[config.mk]
export PLATFORM = sky130hd
export DESIGN_NAME = widget_message_deframer
export DESIGN_NICKNAME = d
export VERILOG_FILES = /design/src/hdl/wmd_pkg.sv /design/src/hdl/wmd_frame.sv /design/src/hdl/wmd_out_buf.sv /design/src/hdl/widget_message_deframer.sv
export VERILOG_INCLUDE_DIRS = /design/src /design/src/hdl
export SDC_FILE = /design/constraint.sdc
export NUM_CORES = 1
export LEC_CHECK = 0
export BUFFER_PORTS_ARGS = -buffer_cell sky130_fd_sc_hd__buf_2
export CORE_UTILIZATION = 65
export CTS_BUF_LIST = sky130_fd_sc_hd__clkbuf_8
export CTS_CLUSTER_SIZE = 20
export DETAILED_ROUTE_END_ITERATION = 7
export PLACE_DENSITY = 0.95
export SLEW_MARGIN = 10
export SYNTH_ARGS = -nofsm -noshare
export SYNTH_HDL_FRONTEND = slang
export SYNTH_SLANG_ARGS = --single-unit
[constraint.sdc]
create_clock -name clk -period 7.9 [get_ports clk]
set_input_delay 0.395 -clock clk [delete_from_list [all_inputs] [get_ports clk]]
set_output_delay 0.395 -clock clk [all_outputs]
set_load 0.005 [all_outputs]
[src/hdl/widget_message_deframer_macros.svh]
// Assertion macros shared by the deframer RTL.
`ifndef WIDGET_MESSAGE_DEFRAMER_MACROS_SVH
`define WIDGET_MESSAGE_DEFRAMER_MACROS_SVH

`ifndef SYNTH
// Same-cycle implication, checked out of reset.
`define WMD_ASSERT_IMP(lbl, ante, cons) \
    lbl: assert property (@(posedge clk) disable iff (!rst_n) (ante) |-> (cons)) \
        else $error("deframer assertion failed");
// Next-cycle implication, checked out of reset.
`define WMD_ASSERT_NXT(lbl, ante, cons) \
    lbl: assert property (@(posedge clk) disable iff (!rst_n) (ante) |=> (cons)) \
        else $error("deframer assertion failed");
`else
`define WMD_ASSERT_IMP(lbl, ante, cons)
`define WMD_ASSERT_NXT(lbl, ante, cons)
`endif

`endif

[src/hdl/wmd_pkg.sv]
// Types and constants for the widget message deframer.
`default_nettype none

package wmd_pkg;

    localparam int BYTE_W = 8;
    localparam int IDX_W  = 10;
    localparam int LEN_FULL_W = 16;

    // Parameter defaults
    localparam int MAX_PAYLOAD_DEF   = 600;
    localparam int SCAN_LIMIT_DEF    = 512;
    localparam int ATTEMPT_LIMIT_DEF = 100;

    // Framing codes
    localparam logic [BYTE_W-1:0] START_CODE = 8'h7E;
    localparam logic [BYTE_W-1:0] END_CODE   = 8'hE7;

    // Configuration registers
    localparam int CFG_DATA_W  = 10;
    localparam int CFG_INDEX_W = 1;
    localparam logic [CFG_INDEX_W-1:0] CFG_WANTED_LABEL = 1'b0;
    localparam logic [CFG_INDEX_W-1:0] CFG_COPY_LIMIT   = 1'b1;
    localparam logic [BYTE_W-1:0] WANTED_LABEL_RST = 8'h00;
    localparam logic [IDX_W-1:0]  COPY_LIMIT_RST   = 10'd600;

    // Result kinds
    localparam logic KIND_PAYLOAD = 1'b0;
    localparam logic KIND_REPORT  = 1'b1;

    typedef enum logic [2:0] {
        ST_OK        = 3'd0,
        ST_TIMEOUT   = 3'd1,
        ST_NO_START  = 3'd2,
        ST_LABEL     = 3'd3,
        ST_TOO_LONG  = 3'd4,
        ST_BAD_END   = 3'd5
    } status_t;

    typedef struct packed {
        logic [BYTE_W-1:0] rx_byte;
        logic              timed_out;
    } in_beat_t;

    typedef struct packed {
        logic              out_kind;
        logic [BYTE_W-1:0] out_byte;
        logic [IDX_W-1:0]  out_index;
        status_t           status;
        logic [IDX_W-1:0]  copied_count;
        logic              last;
    } out_beat_t;

endpackage

`default_nettype wire

[src/hdl/wmd_frame.sv]
// Frame parser: per-byte state update and result generation.
`default_nettype none

module wmd_frame #(
    parameter int MAX_PAYLOAD   = wmd_pkg::MAX_PAYLOAD_DEF,
    parameter int SCAN_LIMIT    = wmd_pkg::SCAN_LIMIT_DEF,
    parameter int ATTEMPT_LIMIT = wmd_pkg::ATTEMPT_LIMIT_DEF
) (
    input  wire logic                          clk,
    input  wire logic                          rst_n,
    input  wire logic                          accept,
    input  wire wmd_pkg::in_beat_t             in_data,
    input  wire logic [wmd_pkg::BYTE_W-1:0]    wanted_label,
    input  wire logic [wmd_pkg::IDX_W-1:0]     copy_limit,
    output logic                               res_valid,
    output wmd_pkg::out_beat_t                 res_data
);

    localparam int SCAN_W = $clog2(SCAN_LIMIT + 1);
    localparam int ATT_W  = $clog2(ATTEMPT_LIMIT + 1);
    localparam int LEN_W  = $clog2(MAX_PAYLOAD + 1);
    localparam int IDX_W  = wmd_pkg::IDX_W;

    typedef enum logic [2:0] {
        PH_HUNT,
        PH_LABEL,
        PH_LEN_LO,
        PH_LEN_HI,
        PH_PAYLOAD,
        PH_END
    } phase_t;

    phase_t                    phase_reg, phase_next;
    logic [SCAN_W-1:0]         scan_reg, scan_next;
    logic [ATT_W-1:0]          attempt_reg, attempt_next;
    logic [wmd_pkg::BYTE_W-1:0] len_low_reg, len_low_next;
    logic [LEN_W-1:0]          frame_len_reg, frame_len_next;
    logic [IDX_W-1:0]          pay_idx_reg, pay_idx_next;

    logic                      do_report;
    wmd_pkg::status_t          rep_status;
    logic [IDX_W-1:0]          rep_copied;
    logic                      emit_byte;

    logic [SCAN_W-1:0]         scan_inc;
    logic [ATT_W-1:0]          attempt_inc;
    logic [IDX_W-1:0]          pay_idx_inc;
    logic [wmd_pkg::LEN_FULL_W-1:0] len_full;
    logic [IDX_W-1:0]          frame_len_ext;

    assign scan_inc      = scan_reg + SCAN_W'(1);
    assign attempt_inc   = attempt_reg + ATT_W'(1);
    assign pay_idx_inc   = pay_idx_reg + IDX_W'(1);
    assign len_full      = {in_data.rx_byte, len_low_reg};
    assign frame_len_ext = IDX_W'(frame_len_reg);

    // Decide the next state and any result for the byte at the input
    always_comb
    begin
        phase_next     = phase_reg;
        scan_next      = scan_reg;
        attempt_next   = attempt_reg;
        len_low_next   = len_low_reg;
        frame_len_next = frame_len_reg;
        pay_idx_next   = pay_idx_reg;
        do_report      = 1'b0;
        rep_status     = wmd_pkg::ST_OK;
        rep_copied     = '0;
        emit_byte      = 1'b0;

        if (in_data.timed_out)
        begin
            do_report  = 1'b1;
            rep_status = wmd_pkg::ST_TIMEOUT;
        end
        else
        begin
            unique case (phase_reg)
                PH_HUNT:
                begin
                    if (in_data.rx_byte == wmd_pkg::START_CODE)
                    begin
                        scan_next  = '0;
                        phase_next = PH_LABEL;
                    end
                    else if (scan_inc >= SCAN_W'(SCAN_LIMIT))
                    begin
                        do_report  = 1'b1;
                        rep_status = wmd_pkg::ST_NO_START;
                    end
                    else
                    begin
                        scan_next = scan_inc;
                    end
                end
                PH_LABEL:
                begin
                    if (in_data.rx_byte == wanted_label)
                    begin
                        phase_next = PH_LEN_LO;
                    end
                    else if (attempt_inc >= ATT_W'(ATTEMPT_LIMIT))
                    begin
                        do_report  = 1'b1;
                        rep_status = wmd_pkg::ST_LABEL;
                    end
                    else
                    begin
                        attempt_next = attempt_inc;
                        scan_next    = '0;
                        phase_next   = PH_HUNT;
                    end
                end
                PH_LEN_LO:
                begin
                    len_low_next = in_data.rx_byte;
                    phase_next   = PH_LEN_HI;
                end
                PH_LEN_HI:
                begin
                    if (len_full > wmd_pkg::LEN_FULL_W'(MAX_PAYLOAD))
                    begin
                        do_report  = 1'b1;
                        rep_status = wmd_pkg::ST_TOO_LONG;
                    end
                    else
                    begin
                        frame_len_next = len_full[LEN_W-1:0];
                        pay_idx_next   = '0;
                        phase_next     = (len_full == '0) ? PH_END : PH_PAYLOAD;
                    end
                end
                PH_PAYLOAD:
                begin
                    emit_byte    = (pay_idx_reg < copy_limit);
                    pay_idx_next = pay_idx_inc;
                    if (pay_idx_inc >= frame_len_ext)
                    begin
                        phase_next = PH_END;
                    end
                end
                PH_END:
                begin
                    do_report = 1'b1;
                    if (in_data.rx_byte == wmd_pkg::END_CODE)
                    begin
                        rep_status = wmd_pkg::ST_OK;
                        rep_copied = (frame_len_ext < copy_limit) ? frame_len_ext
                                                                  : copy_limit;
                    end
                    else
                    begin
                        rep_status = wmd_pkg::ST_BAD_END;
                    end
                end
                default:
                begin
                    phase_next = PH_HUNT;
                end
            endcase
        end

        // Every report drops the frame and restarts the hunt
        if (do_report)
        begin
            phase_next     = PH_HUNT;
            scan_next      = '0;
            attempt_next   = '0;
            len_low_next   = '0;
            frame_len_next = '0;
            pay_idx_next   = '0;
        end
    end

    // Build the result beat
    always_comb
    begin
        res_valid                 = accept && (do_report || emit_byte);
        res_data.out_kind         = do_report ? wmd_pkg::KIND_REPORT : wmd_pkg::KIND_PAYLOAD;
        res_data.out_byte         = do_report ? '0 : in_data.rx_byte;
        res_data.out_index        = do_report ? '0 : pay_idx_reg;
        res_data.status           = rep_status;
        res_data.copied_count     = rep_copied;
        res_data.last             = do_report;
    end

    // Hold frame state; advance on each accepted beat
    always_ff @(posedge clk or negedge rst_n)
    begin
        if (!rst_n)
        begin
            phase_reg     <= PH_HUNT;
            scan_reg      <= '0;
            attempt_reg   <= '0;
            len_low_reg   <= '0;
            frame_len_reg <= '0;
            pay_idx_reg   <= '0;
        end
        else if (accept)
        begin
            phase_reg     <= phase_next;
            scan_reg      <= scan_next;
            attempt_reg   <= attempt_next;
            len_low_reg   <= len_low_next;
            frame_len_reg <= frame_len_next;
            pay_idx_reg   <= pay_idx_next;
        end
    end

endmodule

`default_nettype wire

[src/hdl/wmd_out_buf.sv]
// Two-entry result buffer: output register plus skid register.
`default_nettype none

module wmd_out_buf (
    input  wire logic               clk,
    input  wire logic               rst_n,
    input  wire logic               res_valid,
    input  wire wmd_pkg::out_beat_t res_data,
    output logic                    full,
    output logic                    out_valid,
    input  wire logic               out_stall,
    output wmd_pkg::out_beat_t      out_data
);

    logic               out_valid_reg;
    wmd_pkg::out_beat_t out_data_reg;
    logic               skid_valid_reg;
    wmd_pkg::out_beat_t skid_data_reg;
    logic               out_take;

    assign out_take  = out_valid_reg && !out_stall;
    assign out_valid = out_valid_reg;
    assign out_data  = out_data_reg;
    assign full      = skid_valid_reg;

    // Control: new results fill the output register first, else the skid
    always_ff @(posedge clk or negedge rst_n)
    begin
        if (!rst_n)
        begin
            out_valid_reg  <= 1'b0;
            skid_valid_reg <= 1'b0;
        end
        else
        begin
            if (skid_valid_reg)
            begin
                if (out_take)
                begin
                    skid_valid_reg <= 1'b0;
                end
            end
            else if (res_valid)
            begin
                if (!out_valid_reg || out_take)
                begin
                    out_valid_reg <= 1'b1;
                end
                else
                begin
                    skid_valid_reg <= 1'b1;
                end
            end
            else if (out_take)
            begin
                out_valid_reg <= 1'b0;
            end
        end
    end

    // Payload: load output from skid or from the parser
    always_ff @(posedge clk)
    begin
        if (skid_valid_reg)
        begin
            if (out_take)
            begin
                out_data_reg <= skid_data_reg;
            end
        end
        else if (res_valid)
        begin
            if (!out_valid_reg || out_take)
            begin
                out_data_reg <= res_data;
            end
            else
            begin
                skid_data_reg <= res_data;
            end
        end
    end

endmodule

`default_nettype wire

[src/hdl/widget_message_deframer.sv]
// Widget message deframer: one received byte or timeout mark per beat in, at
// most one result beat out per input beat. A beat is taken every cycle while
// in_stall is low: each byte updates the frame state, and results pass through
// a two-entry output buffer, so in_stall rises only once the output and skid
// registers both hold results that the consumer has not taken. Payload bytes up
// to the copy limit come out as they arrive, followed by one report (last = 1)
// carrying the status and, for a good frame, the count of bytes passed; on any
// error status the consumer drops the bytes already delivered for that frame.
// Register writes (index 0: wanted label, index 1: copy limit) are registered.
`default_nettype none

`include "widget_message_deframer_macros.svh"

module widget_message_deframer #(
    parameter int MAX_PAYLOAD   = wmd_pkg::MAX_PAYLOAD_DEF,
    parameter int SCAN_LIMIT    = wmd_pkg::SCAN_LIMIT_DEF,
    parameter int ATTEMPT_LIMIT = wmd_pkg::ATTEMPT_LIMIT_DEF
) (
    input  wire logic                              clk,
    input  wire logic                              rst_n,
    input  wire logic                              in_valid,
    output logic                                   in_stall,
    input  wire wmd_pkg::in_beat_t                 in_data,
    output logic                                   out_valid,
    input  wire logic                              out_stall,
    output wmd_pkg::out_beat_t                     out_data,
    input  wire logic                              cfg_we,
    input  wire logic [wmd_pkg::CFG_INDEX_W-1:0]   cfg_index,
    input  wire logic [wmd_pkg::CFG_DATA_W-1:0]    cfg_data
);

    logic [wmd_pkg::BYTE_W-1:0] wanted_label_reg;
    logic [wmd_pkg::IDX_W-1:0]  copy_limit_reg;
    logic                       in_accept;
    logic                       res_valid;
    wmd_pkg::out_beat_t         res_data;
    logic                       buf_full;

    assign in_stall  = buf_full;
    assign in_accept = in_valid && !buf_full;

    // Configuration registers
    always_ff @(posedge clk or negedge rst_n)
    begin
        if (!rst_n)
        begin
            wanted_label_reg <= wmd_pkg::WANTED_LABEL_RST;
            copy_limit_reg   <= wmd_pkg::COPY_LIMIT_RST;
        end
        else if (cfg_we)
        begin
            unique case (cfg_index)
                wmd_pkg::CFG_WANTED_LABEL:
                    wanted_label_reg <= cfg_data[wmd_pkg::BYTE_W-1:0];
                wmd_pkg::CFG_COPY_LIMIT:
                    copy_limit_reg <= cfg_data[wmd_pkg::IDX_W-1:0];
                default:
                    copy_limit_reg <= copy_limit_reg;
            endcase
        end
    end

    wmd_frame #(
        .MAX_PAYLOAD   (MAX_PAYLOAD),
        .SCAN_LIMIT    (SCAN_LIMIT),
        .ATTEMPT_LIMIT (ATTEMPT_LIMIT)
    ) u_frame (
        .clk          (clk),
        .rst_n        (rst_n),
        .accept       (in_accept),
        .in_data      (in_data),
        .wanted_label (wanted_label_reg),
        .copy_limit   (copy_limit_reg),
        .res_valid    (res_valid),
        .res_data     (res_data)
    );

    wmd_out_buf u_out_buf (
        .clk       (clk),
        .rst_n     (rst_n),
        .res_valid (res_valid),
        .res_data  (res_data),
        .full      (buf_full),
        .out_valid (out_valid),
        .out_stall (out_stall),
        .out_data  (out_data)
    );

    // A full skid stage implies a waiting output beat
    `WMD_ASSERT_IMP(a_skid_implies_out, in_stall, out_valid)
    // Back-pressure starts only behind a stalled output beat
    `WMD_ASSERT_NXT(a_stall_cause, !in_stall && !(out_valid && out_stall), !in_stall)
    // Reports and payload beats are told apart consistently
    `WMD_ASSERT_IMP(a_kind_last, out_valid, out_data.last == out_data.out_kind)

endmodule

`default_nettype wire

==> metrics list <==
* Num CTS Buffers: 17
- Measured along the x axis, the die boundary spans ~100 um.
- By count the netlist is led by sky130_fd_sc_hd__dfrtp_1 (64), sky130_fd_sc_hd__edfxtp_1 (64), sky130_fd_sc_hd__mux2_2 (42).
- For the worst setup path, the data required time is about 8 ns.
- For this run, the number of Yosys warnings is 0.
- Number of buffers on the longest clock path: 2
- Drc violations: 0
* Via count of the first global-routing pass: approximately 5000
- The worst setup path is captured at a register.
- Compound-cell area share of the yosys netlist: 0.1343
- Standard cell core area: 9910 sq um
- Count of buffers from port buffering: 59
- Power per cell area: around 210 nW/um^2
- The worst register-to-register path ends at u_out_buf.out_data[8]$_DFFE_PP_.
* Placed wire-length estimate after detailed placement: 10650 um
* Worst hold path type: in -> async
- Library cell used as clock root buffer: sky130_fd_sc_hd__clkbuf_8
* First-pass detailed-route iteration total: 5
* Wire length of the first global-routing pass: between 20000 and 25000 um
* Share of the clock period used by the worst path after layout: 0.4767
- In this run the critical register-to-register path is launched from u_frame.phase_reg[0]$_DFFE_PN0P_.
* Main combinational cell family by area after synthesis: compound AO/OA/AOI/OAI gates
- Die H: just over 100 um
* Async set or reset register ratio after synthesis: 0.5152
* Endpoints failing setup: 0
- Post-synthesis share of cell area spent on full adders, half adders and majority gates: 0.05749
- Wire length reported by the detailed router: 15250 um
* Iter 0 DRT Violations: between 500 and 600
- Worst hold-check slack: about 0.14 ns
- Max-slew violations: 0
- Net count after synthesis: about 640
- Measured against its own limit, the worst slew margin works out to 0.2349.
- Max Clock Freq: ~0.27 GHz
- The share of synthesized area in the top cell type comes to 0.2849.
- Post-synth EDFFs: 64
- Gr usage total: 0.2937
- Maximum number of pins on one net before global-route repair: approximately 70
- Setup fix buffers added after clock tree synthesis: 0
- Synth Area in Simple Gates: 0.1278
- STA puts the critical path data arrival time at approximately 3.8 ns.
- For this configuration, the core starts out at a cell density of 0.6808.
- Routability-driven placement finished with a final weighted congestion of ~0.96.
* Post-layout minimum cycle time: 3.766 ns
* Flip-flop and latch count after synthesis: roughly 130
- Average routed wire per standard cell: 19.49 um
- For this run, the leading register cell type out of synthesis is sky130_fd_sc_hd__edfxtp_1.
- By startpoint and endpoint, the worst setup path is classified as reg -> reg.
* Signed area change from the synthesized netlist to the final layout: 12.00%
- The later pin in the worst-skew pair is clocked with a latency of 0.45 ns.
* Hold-fix buffer count after cts: 0
- Fraction of layout instances using a drive strength above 1: 0.2357
* Clk slew on worst S/H paths: roughly 0.080 ns
* Number of inserted diodes: 0
* Grt ovf: 0
- For this design, the sink count on the clock tree is around 130.
* Part of the Yosys area used for sequential elements: 0.5378
* Leakage: 3.177 nW
* I/O pins: 60
- Accumulated negative setup slack: 0 ns
- The worst setup path is launched from a register.
- The initial antenna violation count was 0.
* Number of routed nets with antenna violations: 0
- Of the total synthesized cell area, the portion taken by XOR and XNOR cells is 0.02077.
* Post-route clock skew: 0.01407 ns
- Synth area leaders: sky130_fd_sc_hd__edfxtp_1 (28%), sky130_fd_sc_hd__dfrtp_1 (24%), sky130_fd_sc_hd__mux2_2 (7.0%), sky130_fd_sc_hd__ha_1 (5.7%), sky130_fd_sc_hd__a22o_1 (3.6%)
- The synthesized design spends more area on one cell type than any other, namely sky130_fd_sc_hd__edfxtp_1.
- The run finished with clean final reports.
- Yosys mapped the design onto between 50 and 60 distinct sky130hd cell types.
* Max-capacitance violation count: 0
- In this run, post-CTS repair resized a total of 0 instances.
- The final layout contains around 700 nets.
- Of the post-synthesis cell area, the part taken by muxes is 0.08642.
- Final hold violation count: 0
- Avg Vias per Cell: about 6.4
- Of all nets on the critical path, the largest fanout is 32.
* Mean cell area of the mapped netlist: 11.63 sq um
- Depth of the worst register-to-register path: 8
- At the pin with the least slew margin, the transition time is 1.145 ns.
- The H-tree was split into 4 levels.
- Area of the die: 10790 sq um
- Unrepaired setup endpoints after global routing: false
- DR vias: slightly below 5000
- Worst IR Drop VDD: roughly 140 uV
- TritonCTS built the clock tree.
- Synthesized instance count: slightly below 600
- Setup slack on the worst reg-to-reg path comes out at around 4.1 ns.
- Number of rows in the core area: 36
- The mapped netlist covers between 6000 and 7000 sq um.
## logic make-up after synthesis
group / after synthesis
fa+ha+maj: 31
buf+inv: 56
compound gates: 131
xor+xnor: 16
flops: 132
mux: 53
simple gates: 161
## cells in the final DEF (no fill, tap or decap), types with 21 or more instances in the layout
cell	instances
sky130_fd_sc_hd__nand2_1	39
sky130_fd_sc_hd__edfxtp_1	64
sky130_fd_sc_hd__mux2_2	42
sky130_fd_sc_hd__a21oi_1	21
sky130_fd_sc_hd__inv_1	29
sky130_fd_sc_hd__dfrtp_1	64
sky130_fd_sc_hd__a22o_1	28
sky130_fd_sc_hd__buf_2	59
sky130_fd_sc_hd__o21ai_0	36
sky130_fd_sc_hd__and2_1	21
sky130_fd_sc_hd__ha_1	31
sky130_fd_sc_hd__nor2_1	24
## report_power, final
group          switching (mW)  internal (mW)
combinational          0.0988         0.0712
sequential             0.0271          0.769
clock                   0.294          0.321
total                   0.420           1.16
## layout make-up
| cell class | instances | area, sq um |
|---|---|---|
| well taps | 133 | 166.4 |
| fillers | 615 | 2354 |
| repair buffers | 63 | 325.3 |
| clock buffers | 17 | 234.0 |
| inverters | 30 | 112.6 |
| clock inverters | 15 | 192.7 |
| multi-input cells | 392 | 2897 |
| flip-flops and latches | 132 | 3628 |
## how the worst max path moves through the flow
stage | startpoint | end | depth (start not counted)
6_report | u_frame.phase_reg[0]$_DFFE_PN0P_ | u_out_buf.out_data[8]$_DFFE_PP_ | 8
5_1_grt | u_frame.phase_reg[0]$_DFFE_PN0P_ | u_out_buf.out_data[8]$_DFFE_PP_ | 8
4_1_cts | u_frame.phase_reg[0]$_DFFE_PN0P_ | u_out_buf.out_data[10]$_DFFE_PP_ | 8
3_5_place_dp | u_frame.phase_reg[0]$_DFFE_PN0P_ | u_out_buf.out_data[5]$_DFFE_PP_ | 8
3_3_place_gp | u_frame.phase_reg[0]$_DFFE_PN0P_ | u_out_buf.out_data[3]$_DFFE_PP_ | 8
2_1_floorplan | u_frame.scan_reg[0]$_DFFE_PN0P_ | u_out_buf.out_data[0]$_DFFE_PP_ | 10
## routing by layer
metal / GRT usage / routed length [um] / share of wire / up-vias
met3: 0.06328 / 926 / 0.061 / 42
met1: 0.3852 / 6378 / 0.42 / 2433
met5: 0 / 0 / 0 / -
li1: - / - / - / 2261
met4: 0.1408 / 476 / 0.031 / 0
met2: 0.4681 / 7464 / 0.49 / 234
## worst max-delay path: stages, from the launching register on
cell	delay [ns]
sky130_fd_sc_hd__dfrtp_1	0.52
sky130_fd_sc_hd__nor2b_1	0.32
sky130_fd_sc_hd__nor2b_1	0.28
sky130_fd_sc_hd__o21a_1	0.17
sky130_fd_sc_hd__and4_1	0.43
sky130_fd_sc_hd__nor3_4	0.21
sky130_fd_sc_hd__inv_2	0.23
sky130_fd_sc_hd__o21ai_1	0.21
sky130_fd_sc_hd__a21boi_4	0.98
## through the flow
stage | setup WS, ns | std cells | power (mW) | instance area [sq um] | utilization
after global placement | 4.442 | 750 | 0.9618 | 7126 | 0.7191
after CTS | 4.139 | 782 | 1.583 | 7552 | 0.7621
after detailed placement | 4.225 | 750 | 0.9747 | 7126 | 0.7191
after floorplan | 3.228 | 580 | 0.9053 | 6746 | -
after global routing | 3.826 | 782 | 1.630 | 7556 | 0.7625
final | 4.134 | 782 | 1.582 | 7556 | 0.7625
Note: power is estimated with default switching activity, not from simulation.
